**config.mk**
```make
export PLATFORM = sky130hd
export DESIGN_NAME = sorted_alarm_timer_queue_top
export DESIGN_NICKNAME = d
export VERILOG_FILES = /design/src/rtl/satq_pkg.sv /design/src/rtl/satq_dpath.sv /design/src/rtl/satq_ctrl.sv /design/src/rtl/sorted_alarm_timer_queue_top.sv
export SDC_FILE = /design/constraint.sdc
export NUM_CORES = 2
export LEC_CHECK = 0
export BUFFER_PORTS_ARGS = -buffer_cell sky130_fd_sc_hd__buf_2
export CAP_MARGIN = 40
export CORE_MARGIN = 2
export CORE_UTILIZATION = 55
export CTS_BUF_LIST = sky130_fd_sc_hd__clkbuf_4
export CTS_CLUSTER_SIZE = 20
export DETAILED_ROUTE_END_ITERATION = 12
export PLACE_DENSITY_LB_ADDON = 0.05
export RECOVER_POWER = 100
export SLEW_MARGIN = 30
export SYNTH_ARGS = -nofsm -noshare
export SYNTH_HDL_FRONTEND = slang
export SYNTH_SLANG_ARGS = --single-unit
```
**constraint.sdc**
```tcl
create_clock -name clock -period 9.3 [get_ports clock]
set_input_delay 1.86 -clock clock [delete_from_list [all_inputs] [get_ports clock]]
set_output_delay 1.86 -clock clock [all_outputs]
set_load 0.05 [all_outputs]
```
**src/rtl/satq_pkg.sv**
```systemverilog
// shared types and constants of the sorted alarm timer queue
package satq_pkg;

   localparam int QUEUE_DEPTH_DEFAULT = 16;
   localparam int MAX_OUT = 16;
   localparam int N_W = $clog2(MAX_OUT + 1);

   localparam int TIME_W = 32;
   localparam int EVENT_W = 16;
   localparam int MPT_W = 10;
   localparam logic [MPT_W-1:0] MPT_RESET = MPT_W'(10);

   localparam logic ACT_INSERT = 1'b0;
   localparam logic ACT_TICK = 1'b1;

   typedef enum logic [1:0] {
      KIND_INSERTED = 2'd0,
      KIND_FULL     = 2'd1,
      KIND_EXPIRED  = 2'd2,
      KIND_NONE_DUE = 2'd3
   } kind_type;

   typedef enum logic [2:0] {
      ST_IDLE,
      ST_MUL,
      ST_ADD,
      ST_INSERT,
      ST_POP
   } state_type;

   typedef struct packed {
      logic     load;
      logic     mul;
      logic     add;
      logic     insert;
      logic     pop;
      logic     emit;
      kind_type kind;
      logic     last;
   } cmd_type;

   typedef struct packed {
      logic is_tick;
      logic full;
      logic head_le;
      logic next_le;
   } sts_type;

endpackage

```
**src/rtl/satq_dpath.sv**
```systemverilog
// datapath: input word registers, time arithmetic, sorted entry row, result payload
module satq_dpath #(
   parameter int QUEUE_DEPTH = satq_pkg::QUEUE_DEPTH_DEFAULT
) (
   input  logic                          clock,
   input  logic                          reset,
   input  satq_pkg::cmd_type             cmd,
   output satq_pkg::sts_type             sts,
   input  logic                          req_action,
   input  logic [satq_pkg::TIME_W-1:0]   req_now_ticks,
   input  logic [satq_pkg::TIME_W-1:0]   req_delay_ms,
   input  logic [satq_pkg::EVENT_W-1:0]  req_event_id,
   input  logic                          csr_write,
   input  logic [satq_pkg::MPT_W-1:0]    csr_data,
   output logic [1:0]                    rsp_kind,
   output logic [satq_pkg::EVENT_W-1:0]  rsp_expired_event,
   output logic [satq_pkg::TIME_W-1:0]   rsp_wakeup_time,
   output logic                          rsp_last
);

   localparam int CNT_W = $clog2(QUEUE_DEPTH + 1);
   localparam int PROD_W = satq_pkg::TIME_W + satq_pkg::MPT_W;

   logic                          action_ff;
   logic [satq_pkg::TIME_W-1:0]   ticks_ff;
   logic [satq_pkg::TIME_W-1:0]   delay_ff;
   logic [satq_pkg::EVENT_W-1:0]  event_ff;
   logic [satq_pkg::MPT_W-1:0]    mpt_ff;
   logic [satq_pkg::TIME_W-1:0]   now_ms_ff;
   logic [satq_pkg::TIME_W-1:0]   wake_ff;
   logic [CNT_W-1:0]              count_ff;
   logic [CNT_W-1:0]              count_in;

   logic [satq_pkg::TIME_W-1:0]   wq_ff [QUEUE_DEPTH];
   logic [satq_pkg::EVENT_W-1:0]  eq_ff [QUEUE_DEPTH];
   logic [satq_pkg::TIME_W-1:0]   wq_in [QUEUE_DEPTH];
   logic [satq_pkg::EVENT_W-1:0]  eq_in [QUEUE_DEPTH];
   logic [QUEUE_DEPTH-1:0]        gt;
   logic [QUEUE_DEPTH-1:0]        gt_prev;

   logic [PROD_W-1:0]             prod;

   logic [1:0]                    rsp_kind_ff;
   logic [satq_pkg::EVENT_W-1:0]  rsp_event_ff;
   logic [satq_pkg::TIME_W-1:0]   rsp_wake_ff;
   logic                          rsp_last_ff;

   assign prod = PROD_W'(ticks_ff) * PROD_W'(mpt_ff);

   // per-entry compare: new alarm goes behind entries strictly earlier
   always_comb begin
      for (int i = 0; i < QUEUE_DEPTH; i++) begin
         gt[i] = (CNT_W'(i) < count_ff) && (wake_ff > wq_ff[i]);
      end
      gt_prev[0] = 1'b1;
      for (int i = 1; i < QUEUE_DEPTH; i++) begin
         gt_prev[i] = gt[i-1];
      end
   end

   always_comb begin
      count_in = count_ff;
      for (int i = 0; i < QUEUE_DEPTH; i++) begin
         wq_in[i] = wq_ff[i];
         eq_in[i] = eq_ff[i];
      end
      if (cmd.insert) begin
         count_in = count_ff + CNT_W'(1);
         for (int i = 0; i < QUEUE_DEPTH; i++) begin
            if (gt[i]) begin
               wq_in[i] = wq_ff[i];
               eq_in[i] = eq_ff[i];
            end else if (gt_prev[i]) begin
               wq_in[i] = wake_ff;
               eq_in[i] = event_ff;
            end else begin
               wq_in[i] = wq_ff[(i == 0) ? 0 : i - 1];
               eq_in[i] = eq_ff[(i == 0) ? 0 : i - 1];
            end
         end
      end else if (cmd.pop) begin
         count_in = count_ff - CNT_W'(1);
         for (int i = 0; i < QUEUE_DEPTH - 1; i++) begin
            wq_in[i] = wq_ff[i+1];
            eq_in[i] = eq_ff[i+1];
         end
      end
   end

   always_ff @(posedge clock) begin
      if (reset) begin
         count_ff <= '0;
         mpt_ff   <= satq_pkg::MPT_RESET;
      end else begin
         count_ff <= count_in;
         if (csr_write) begin
            mpt_ff <= csr_data;
         end
      end
   end

   always_ff @(posedge clock) begin
      for (int i = 0; i < QUEUE_DEPTH; i++) begin
         wq_ff[i] <= wq_in[i];
         eq_ff[i] <= eq_in[i];
      end
      if (cmd.load) begin
         action_ff <= req_action;
         ticks_ff  <= req_now_ticks;
         delay_ff  <= req_delay_ms;
         event_ff  <= req_event_id;
      end
      if (cmd.mul) begin
         now_ms_ff <= prod[satq_pkg::TIME_W-1:0];
      end
      if (cmd.add) begin
         wake_ff <= now_ms_ff + delay_ff;
      end
      if (cmd.emit) begin
         rsp_kind_ff <= cmd.kind;
         rsp_last_ff <= cmd.last;
         unique case (cmd.kind)
            satq_pkg::KIND_INSERTED, satq_pkg::KIND_FULL: begin
               rsp_event_ff <= event_ff;
               rsp_wake_ff  <= wake_ff;
            end
            satq_pkg::KIND_EXPIRED: begin
               rsp_event_ff <= eq_ff[0];
               rsp_wake_ff  <= wq_ff[0];
            end
            default: begin
               rsp_event_ff <= '0;
               rsp_wake_ff  <= now_ms_ff;
            end
         endcase
      end
   end

   assign sts.is_tick = (action_ff == satq_pkg::ACT_TICK);
   assign sts.full    = (count_ff == CNT_W'(QUEUE_DEPTH));
   assign sts.head_le = (count_ff != '0) && (wq_ff[0] <= now_ms_ff);
   assign sts.next_le = (count_ff > CNT_W'(1)) && (wq_ff[1] <= now_ms_ff);

   assign rsp_kind          = rsp_kind_ff;
   assign rsp_expired_event = rsp_event_ff;
   assign rsp_wakeup_time   = rsp_wake_ff;
   assign rsp_last          = rsp_last_ff;

endmodule

```
**src/rtl/satq_ctrl.sv**
```systemverilog
// controller: sequencing state machine, expiry counter and result valid
module satq_ctrl (
   input  logic              clock,
   input  logic              reset,
   input  logic              req_valid,
   output logic              req_stall,
   output logic              rsp_valid,
   input  logic              rsp_stall,
   input  satq_pkg::sts_type sts,
   output satq_pkg::cmd_type cmd
);

   satq_pkg::state_type       state_ff;
   satq_pkg::state_type       state_in;
   logic [satq_pkg::N_W-1:0]  n_ff;
   logic [satq_pkg::N_W-1:0]  n_in;
   logic                      rsp_valid_ff;
   logic                      rsp_valid_in;
   logic                      out_free;
   logic                      due;
   logic                      more;

   assign out_free = !rsp_valid_ff || !rsp_stall;
   assign due  = sts.head_le && (n_ff != satq_pkg::N_W'(satq_pkg::MAX_OUT));
   assign more = sts.next_le && (n_ff != satq_pkg::N_W'(satq_pkg::MAX_OUT - 1));

   // next state
   always_comb begin
      state_in = state_ff;
      unique case (state_ff)
         satq_pkg::ST_IDLE: begin
            if (req_valid) state_in = satq_pkg::ST_MUL;
         end
         satq_pkg::ST_MUL: begin
            state_in = sts.is_tick ? satq_pkg::ST_POP : satq_pkg::ST_ADD;
         end
         satq_pkg::ST_ADD: begin
            state_in = satq_pkg::ST_INSERT;
         end
         satq_pkg::ST_INSERT: begin
            if (out_free) state_in = satq_pkg::ST_IDLE;
         end
         satq_pkg::ST_POP: begin
            if (!due || !more) begin
               if (out_free || (!due && n_ff != '0)) state_in = satq_pkg::ST_IDLE;
            end
         end
         default: state_in = satq_pkg::ST_IDLE;
      endcase
   end

   // command outputs
   always_comb begin
      cmd      = '0;
      cmd.kind = satq_pkg::KIND_INSERTED;
      unique case (state_ff)
         satq_pkg::ST_IDLE: begin
            cmd.load = req_valid;
         end
         satq_pkg::ST_MUL: begin
            cmd.mul = 1'b1;
         end
         satq_pkg::ST_ADD: begin
            cmd.add = 1'b1;
         end
         satq_pkg::ST_INSERT: begin
            if (out_free) begin
               cmd.emit   = 1'b1;
               cmd.last   = 1'b1;
               cmd.insert = !sts.full;
               cmd.kind   = sts.full ? satq_pkg::KIND_FULL : satq_pkg::KIND_INSERTED;
            end
         end
         satq_pkg::ST_POP: begin
            if (out_free) begin
               if (due) begin
                  cmd.emit = 1'b1;
                  cmd.pop  = 1'b1;
                  cmd.kind = satq_pkg::KIND_EXPIRED;
                  cmd.last = !more;
               end else if (n_ff == '0) begin
                  cmd.emit = 1'b1;
                  cmd.kind = satq_pkg::KIND_NONE_DUE;
                  cmd.last = 1'b1;
               end
            end
         end
         default: begin
            cmd.load = 1'b0;
         end
      endcase
   end

   always_comb begin
      n_in = n_ff;
      if (state_ff == satq_pkg::ST_MUL) begin
         n_in = '0;
      end else if (cmd.pop) begin
         n_in = n_ff + satq_pkg::N_W'(1);
      end
      rsp_valid_in = cmd.emit || (rsp_valid_ff && rsp_stall);
   end

   always_ff @(posedge clock) begin
      if (reset) begin
         state_ff     <= satq_pkg::ST_IDLE;
         n_ff         <= '0;
         rsp_valid_ff <= 1'b0;
      end else begin
         state_ff     <= state_in;
         n_ff         <= n_in;
         rsp_valid_ff <= rsp_valid_in;
      end
   end

   assign req_stall = (state_ff != satq_pkg::ST_IDLE);
   assign rsp_valid = rsp_valid_ff;

endmodule

```
**src/rtl/sorted_alarm_timer_queue_top.sv**
```systemverilog
// top level of the sorted alarm timer queue
// insert: word taken in idle, then multiply, add, insert; the result goes into the output
//   register in insert (held while the output stalls), then back to idle for the next word
// tick: word taken, multiply, then one expired alarm per unstalled cycle (up to 16) or one
//   nothing-due word; the single 32x10 multiplier and the one-word output register set the pace
// reset (synchronous, active high) empties the queue and sets ms_per_tick to 10
module sorted_alarm_timer_queue_top #(
   parameter int QUEUE_DEPTH = satq_pkg::QUEUE_DEPTH_DEFAULT
) (
   input  logic                          clock,
   input  logic                          reset,
   // request channel
   input  logic                          req_valid,
   output logic                          req_stall,
   input  logic                          req_action,
   input  logic [satq_pkg::TIME_W-1:0]   req_now_ticks,
   input  logic [satq_pkg::TIME_W-1:0]   req_delay_ms,
   input  logic [satq_pkg::EVENT_W-1:0]  req_event_id,
   // response channel
   output logic                          rsp_valid,
   input  logic                          rsp_stall,
   output logic [1:0]                    rsp_kind,
   output logic [satq_pkg::EVENT_W-1:0]  rsp_expired_event,
   output logic [satq_pkg::TIME_W-1:0]   rsp_wakeup_time,
   output logic                          rsp_last,
   // ms_per_tick register write
   input  logic                          csr_valid,
   output logic                          csr_ready,
   input  logic [satq_pkg::MPT_W-1:0]    csr_data
);

   satq_pkg::cmd_type cmd;
   satq_pkg::sts_type sts;

   // register write is always taken
   assign csr_ready = 1'b1;

   // sequencing and handshakes
   satq_ctrl u_ctrl (
      .clock     (clock),
      .reset     (reset),
      .req_valid (req_valid),
      .req_stall (req_stall),
      .rsp_valid (rsp_valid),
      .rsp_stall (rsp_stall),
      .sts       (sts),
      .cmd       (cmd)
   );

   // sorted entry row, time math and response payload
   satq_dpath #(
      .QUEUE_DEPTH (QUEUE_DEPTH)
   ) u_dpath (
      .clock             (clock),
      .reset             (reset),
      .cmd               (cmd),
      .sts               (sts),
      .req_action        (req_action),
      .req_now_ticks     (req_now_ticks),
      .req_delay_ms      (req_delay_ms),
      .req_event_id      (req_event_id),
      .csr_write         (csr_valid && csr_ready),
      .csr_data          (csr_data),
      .rsp_kind          (rsp_kind),
      .rsp_expired_event (rsp_expired_event),
      .rsp_wakeup_time   (rsp_wakeup_time),
      .rsp_last          (rsp_last)
   );

endmodule

```
After elaboration in Yosys (flattened, before gate mapping)
Memories as Yosys holds them, arrays and structs flattened. Cells that the tools add are included.

Register bits after elaboration: 220. RAM bits: 768. Word-level logic and storage cells: 202. Memories: 2.

Add/subtract/negate cells: 4. Multiply operators: 1. $lt $le $gt $ge: 35. Equality and inequality tests: 13. Mux-type cells: 91. Reductions and logical operators: 41.

Memories: u_dpath.wq_ff (words 16, width 32, rd ports 16, clocked after Yosys merged registers in 0, write ports 16, line satq_dpath.sv:34) `logic [satq_pkg::TIME_W-1:0] wq_ff [QUEUE_DEPTH];`; u_dpath.eq_ff (words 16, width 16, rd ports 16, clocked after Yosys merged registers in 0, write ports 16, line satq_dpath.sv:35) `logic [satq_pkg::EVENT_W-1:0] eq_ff [QUEUE_DEPTH];`.

Operators with widths (count): 32-bit 2-to-1 mux (32); 480-bit 2-to-1 mux (2); 32-bit greater-than comparator (16); 16-bit 2-to-1 mux (32); 240-bit 2-to-1 mux (2); 32-bit less-or-equal comparator (2); 32-bit one-hot mux with 2 select lines (1); 4-bit by 5-bit less-than comparator with 1-bit output (first input constant) (8); 32-bit adder (1); 32-bit by 10-bit multiplier with 32-bit output (1); 16-bit one-hot mux with 2 select lines (1); 1-bit logical AND (22); 3-bit by 5-bit less-than comparator with 1-bit output (first input constant) (4); 3-bit 2-to-1 mux (5); 5-bit 2-to-1 mux (3); 3-bit one-hot mux with 5 select lines (1); 4-bit 2-to-1 mux (3); 5-bit by 1-bit adder with 5-bit output (second input constant) (2); 1-bit by 5-bit less-than comparator with 1-bit output (first input constant) (2); 2-bit by 5-bit less-than comparator with 1-bit output (first input constant) (2); 5-bit nonzero test (2); 1-bit 2-to-1 mux (8); 4-bit one-hot mux with 2 select lines (1); 3-bit by 2-bit equality test with 1-bit output (second input constant) (2); 20 further kinds (30).

Logic depth before layout (Yosys ltp)
An unclocked memory read counts as a cell.

Depth after elaboration: 11. Gate-level depth with buffers: 22. Mapped depth without buffers: 21.

Cells and area by module
A second synthesis with hierarchy kept.

Cells, all modules: 7014. Area total of the unflattened synthesis: 70363.7 sq um.

Modules (own cells, without submodules): satq_dpath (instances 1, cells an instance 6931, area each 69658.1 sq um, seq. area each 29248.1 sq um); satq_ctrl (instances 1, cells an instance 81, area each 694.4 sq um, seq. area each 180.2 sq um); sorted_alarm_timer_queue_top (instances 1, cells an instance 2, area each 11.3 sq um, seq. area each 0.0 sq um).

Worst setup path before layout
No wires, ideal clock.

Path type: register -> register. From: reg, netlist name u_dpath.wake_ff[26]. To: mem u_dpath.eq_ff[0][100] (netlist bit), enable pin. Arrival time: 5.898 ns. Setup slack: 2.882 ns. Stages on the path, launching flop included: 11. Buffers on the path: 2. Cells stage by stage: edfxtp_1 > ha_1 > nand2_1 > nor4_1 > nand2_1 > or4_1 > o21ai_0 > a21oi_1 > buf_2 > buf_4 > o21ai_0.

RTL lines (line): to (decl) (satq_dpath.sv:35).

==> run_summary.xml <==
<?xml version="1.0" encoding="UTF-8"?>
<metrics>
  <group name="run_status">
    <metric name="status" unit="">finished with violations</metric>
    <metric name="failed_checks" unit="">capacitance limit, slew limit</metric>
  </group>
  <group name="detailed_routing">
    <metric name="antenna_violating_nets_left" unit="">0</metric>
    <metric name="vias_per_cell" unit="">5.827</metric>
    <metric name="first_iter_violations" unit="">4718</metric>
    <metric name="postRouteWirelength" unit="µm">198100</metric>
    <metric name="routed-via-count" unit="">53881</metric>
    <metric name="drt_pre_antenna_iters" unit="">8</metric>
    <metric name="drc" unit="">0</metric>
    <metric name="routedWlPerCell" unit="µm">21.42</metric>
  </group>
  <group name="die">
    <metric name="floorplan.die_area" unit="µm²">132800</metric>
    <metric name="die_y" unit="µm">364.5</metric>
    <metric name="top_level_ports" unit="">150</metric>
    <metric name="std_cell_rows" unit="">132</metric>
    <metric name="core_area" unit="µm²">129200</metric>
    <metric name="die_x" unit="µm">364.5</metric>
    <metric name="start_util" unit="">0.5533</metric>
  </group>
  <group name="sta">
    <metric name="timing_worst_slew_pin_value" unit="ps">4624</metric>
    <metric name="hold_violations" unit="">0</metric>
    <metric name="final.min_clock_period" unit="ps">7691</metric>
    <metric name="timing.fmax" unit="GHz">0.1300</metric>
    <metric name="unrepaired_setup_endpoints_after_global_routing" unit="">false</metric>
    <metric name="final.period_utilization" unit="">0.8270</metric>
    <metric name="final-max-slew-violation-count" unit="">1555</metric>
    <metric name="fin_setup_tns" unit="ps">0</metric>
    <metric name="fin_skew" unit="ps">88.43</metric>
    <metric name="max_slew_margin" unit="">-2.088</metric>
    <metric name="timing.final.setup_violations" unit="">0</metric>
  </group>
  <group name="clocking">
    <metric name="cts-htree-levels" unit="">5</metric>
    <metric name="cts_hold_repair.buffers" unit="">0</metric>
    <metric name="clkSinkCount" unit="">988</metric>
    <metric name="clkLatencyLatePin" unit="ps">1270</metric>
    <metric name="cts_tree" unit="">yes</metric>
    <metric name="worst_setup_hold_path_clk_slew" unit="ps">70</metric>
    <metric name="postCtsSetupRepairBufs" unit="">0</metric>
    <metric name="post_cts_resize_count" unit="">0</metric>
    <metric name="clockRootBuffer" unit="">clkbuf_4</metric>
    <metric name="max-clock-path-buffers" unit="">4</metric>
    <metric name="cts_buffers" unit="">306</metric>
  </group>
  <group name="power_and_ir_drop">
    <metric name="vdd.ir_drop.worst" unit="µV">140.3</metric>
    <metric name="sw_frac_of_total" unit="">0.3215</metric>
    <metric name="p_total" unit="mW">12.82</metric>
    <metric name="combinational_power_share" unit="">0.254</metric>
    <metric name="pwr-share-seq" unit="">0.420</metric>
    <metric name="switchingPower" unit="mW">4.121</metric>
    <metric name="cellInternalPower" unit="mW">8.698</metric>
    <metric name="power_density" unit="nW/µm²">166.0</metric>
    <metric name="share_clk_of_total_power" unit="">0.326</metric>
    <metric name="p_leak" unit="nW">34.27</metric>
  </group>
  <group name="synthesis">
    <metric name="yosys_most_used_dff" unit="">edfxtp_1</metric>
    <metric name="synth_common_cells" unit="">975 x nand2_1, 964 x edfxtp_1, 787 x inv_1</metric>
    <metric name="synth.top_cells.by_area" unit="">edfxtp_1 41%, ha_1 12%, mux2i_1 8.0%</metric>
    <metric name="synth_edf_count" unit="">964</metric>
    <metric name="synthDistinctLibCells" unit="">78</metric>
    <metric name="synth_warnings" unit="">0</metric>
    <metric name="synth_top_area_frac" unit="">0.4051</metric>
    <metric name="synth-seq-cells" unit="">988</metric>
    <metric name="synth_cells" unit="">7180</metric>
    <metric name="most_common_cell_in_the_netlist" unit="">nand2_1</metric>
    <metric name="syn_avg_cell_area" unit="µm²">9.952</metric>
    <metric name="async_reset_ff_frac" unit="">0</metric>
    <metric name="synthDominantAreaCellType" unit="">edfxtp_1</metric>
    <metric name="synth_sequential_area_ratio" unit="">0.4118</metric>
    <metric name="post_synthesis_cell_area" unit="µm²">71460</metric>
    <metric name="synth_fp_nets" unit="">8134</metric>
  </group>
  <group name="critical_path">
    <metric name="worstPathMaxFanout" unit="">50</metric>
    <metric name="worstRegToRegCells" unit="">10</metric>
    <metric name="critical_path.startpoint_type" unit="">flop</metric>
    <metric name="r2r_start" unit="">u_dpath.count_ff[1]</metric>
    <metric name="worstReg2RegEnd" unit="">u_dpath.eq_ff[0][57]</metric>
    <metric name="worst-r2r-setup-slack" unit="ps">1610</metric>
    <metric name="worst-endpoint-required" unit="ps">10120</metric>
    <metric name="cp-end-kind" unit="">flop</metric>
    <metric name="criticalPathCategory" unit="">flop to flop</metric>
    <metric name="worst_ep_arrival_time" unit="ps">8510</metric>
  </group>
  <group name="global_routing">
    <metric name="remaining_global_route_overflow" unit="">0</metric>
    <metric name="antenna_found_initial" unit="">5</metric>
    <metric name="grt_pass1_wl" unit="µm">308600</metric>
    <metric name="vias_in_the_first_global_route" unit="">54081</metric>
    <metric name="globalRouteTotalUtil" unit="">0.2978</metric>
    <metric name="grt_start_max_net_pins" unit="">201</metric>
  </group>
  <group name="placed_design">
    <metric name="placement.io_buffers" unit="">148</metric>
    <metric name="dpl.cell_count" unit="">8729</metric>
    <metric name="gp_routability_congestion" unit="">0.8854</metric>
    <metric name="hpwl" unit="µm">145700</metric>
  </group>
  <group name="hold_path">
    <metric name="min-delay-start" unit="">u_dpath.mpt_ff[1]</metric>
    <metric name="worst_hold_path_class" unit="">flop to flop</metric>
    <metric name="min_path_cells" unit="">2</metric>
    <metric name="min_delay_worst_endpoint" unit="">u_dpath.mpt_ff[1]</metric>
  </group>
  <group name="cells_and_area">
    <metric name="syn_to_final_growth" unit="%">8.082</metric>
    <metric name="post_route_cells_drive_above_1_share" unit="">0.1093</metric>
    <metric name="number_of_nets_in_the_layout" unit="">8264</metric>
    <metric name="fillerInstances" unit="">11402</metric>
    <metric name="layout.core_utilization" unit="">0.5980</metric>
    <metric name="number_of_standard_cells_in_the_final_layout_excluding_fillers" unit="">9246</metric>
  </group>
  <group name="flow_run">
    <metric name="drv_cap" unit="">34</metric>
  </group>
</metrics>
-- worst max-delay path, stage by stage (launching register included) --
cell	delay, ps
dfxtp_1	630
inv_1	150
ha_1	230
nor3b_1	170
nand2_1	250
nor2b_1	1950
clkbuf_1	1600
clkbuf_1	1220
o21ai_0	300
nand2_2	160
buf_4	570
-- through the flow --
| step | hold WS (ps) | setup WS (ps) | instance area (µm²) |
|---|---|---|---|
| 3_5_place_dp | 468.5 | 2509 | 73840 |
| 4_1_cts | 481.8 | 2494 | 77400 |
| 6_report | 475.0 | 1609 | 77230 |
| 2_1_floorplan | 466.3 | 2882 | 71460 |
| 5_1_grt | 521.5 | 1054 | 77230 |
| 3_3_place_gp | 453.1 | 2429 | 73560 |
-- logic make-up after synthesis --
family / share of synthesized area
buffers and inverters: 0.06900
xor gates and xnor gates: 0.009683
AOI/OAI and AO/OA: 0.1340
adders and majority gates: 0.1711
other: 0.00005248
DFF: 0.4118
and+or+nand+nor: 0.1169
muxes: 0.08742
-- worst max-delay path by stage --
stage | from | to | slack [ps] | cells after the start
finish | u_dpath.count_ff[1] | u_dpath.eq_ff[0][57] | 1610 | 10
global route | u_dpath.count_ff[1] | u_dpath.wq_ff[0][151] | 1050 | 9
CTS | u_dpath.mpt_ff[6] | u_dpath.now_ms_ff[30] | 2490 | 19
detailed placement | u_dpath.mpt_ff[6] | u_dpath.now_ms_ff[30] | 2510 | 19
global placement | u_dpath.mpt_ff[8] | u_dpath.now_ms_ff[30] | 2430 | 18
floorplan | u_dpath.wake_ff[26] | u_dpath.eq_ff[0][100] | 2880 | 10
-- per-layer routing --
metal / part of all wire / global-route usage
met5: 0 / 0
met3: 0.051 / 0.04025
met4: 0.041 / 0.1287
met2: 0.46 / 0.4688
met1: 0.45 / 0.4132
-- cell type report --
cell class,count,area [µm²],area share
multi-input cells,4947,37310,0.4831
diodes,12,30.03,0.0003888
inverters,787,2954,0.03825
clock buffers,435,3266,0.04228
well taps,1742,2180,0.02822
repair buffers,280,1773,0.02296
clock inverters,55,294.0,0.003807
flip-flops and latches,988,29430,0.3810
-- sequential cells by signal, indices dropped and copies added (netlist names), 16 cells and up --
name,count
u_dpath.wake_ff,32
u_dpath.event_ff,16
u_dpath.ticks_ff,32
u_dpath.eq_ff,256
u_dpath.delay_ff,32
u_dpath.wq_ff,512
u_dpath.rsp_wakeup_time,32
u_dpath.rsp_expired_event,16
u_dpath.now_ms_ff,32
-- power groups by stage --
stage / sequential [mW] / combinational (mW) / clock [mW]
6_report: 5.39 / 3.26 / 4.17
5_1_grt: 5.39 / 3.70 / 4.53
4_1_cts: 5.38 / 3.26 / 4.30
3_5_place_dp: 5.48 / 3.25 / 0
3_3_place_gp: 5.48 / 3.14 / 0
2_1_floorplan: 5.34 / 2.48 / 0
-- placed cells by master (no fill, tap or decap), drive strengths merged, types with 79 or more instances in the layout --
cell type,instances
nor3,79
buf,168
ha,659
and2,144
o21ai,763
a21oi,204
fa,199
inv,790
a21o,151
nand4,106
mux2i,569
a31oi,86
nor2,290
nand2,975
clkbuf,546
edfxtp,964
Power figures use the tool's default switching activity.
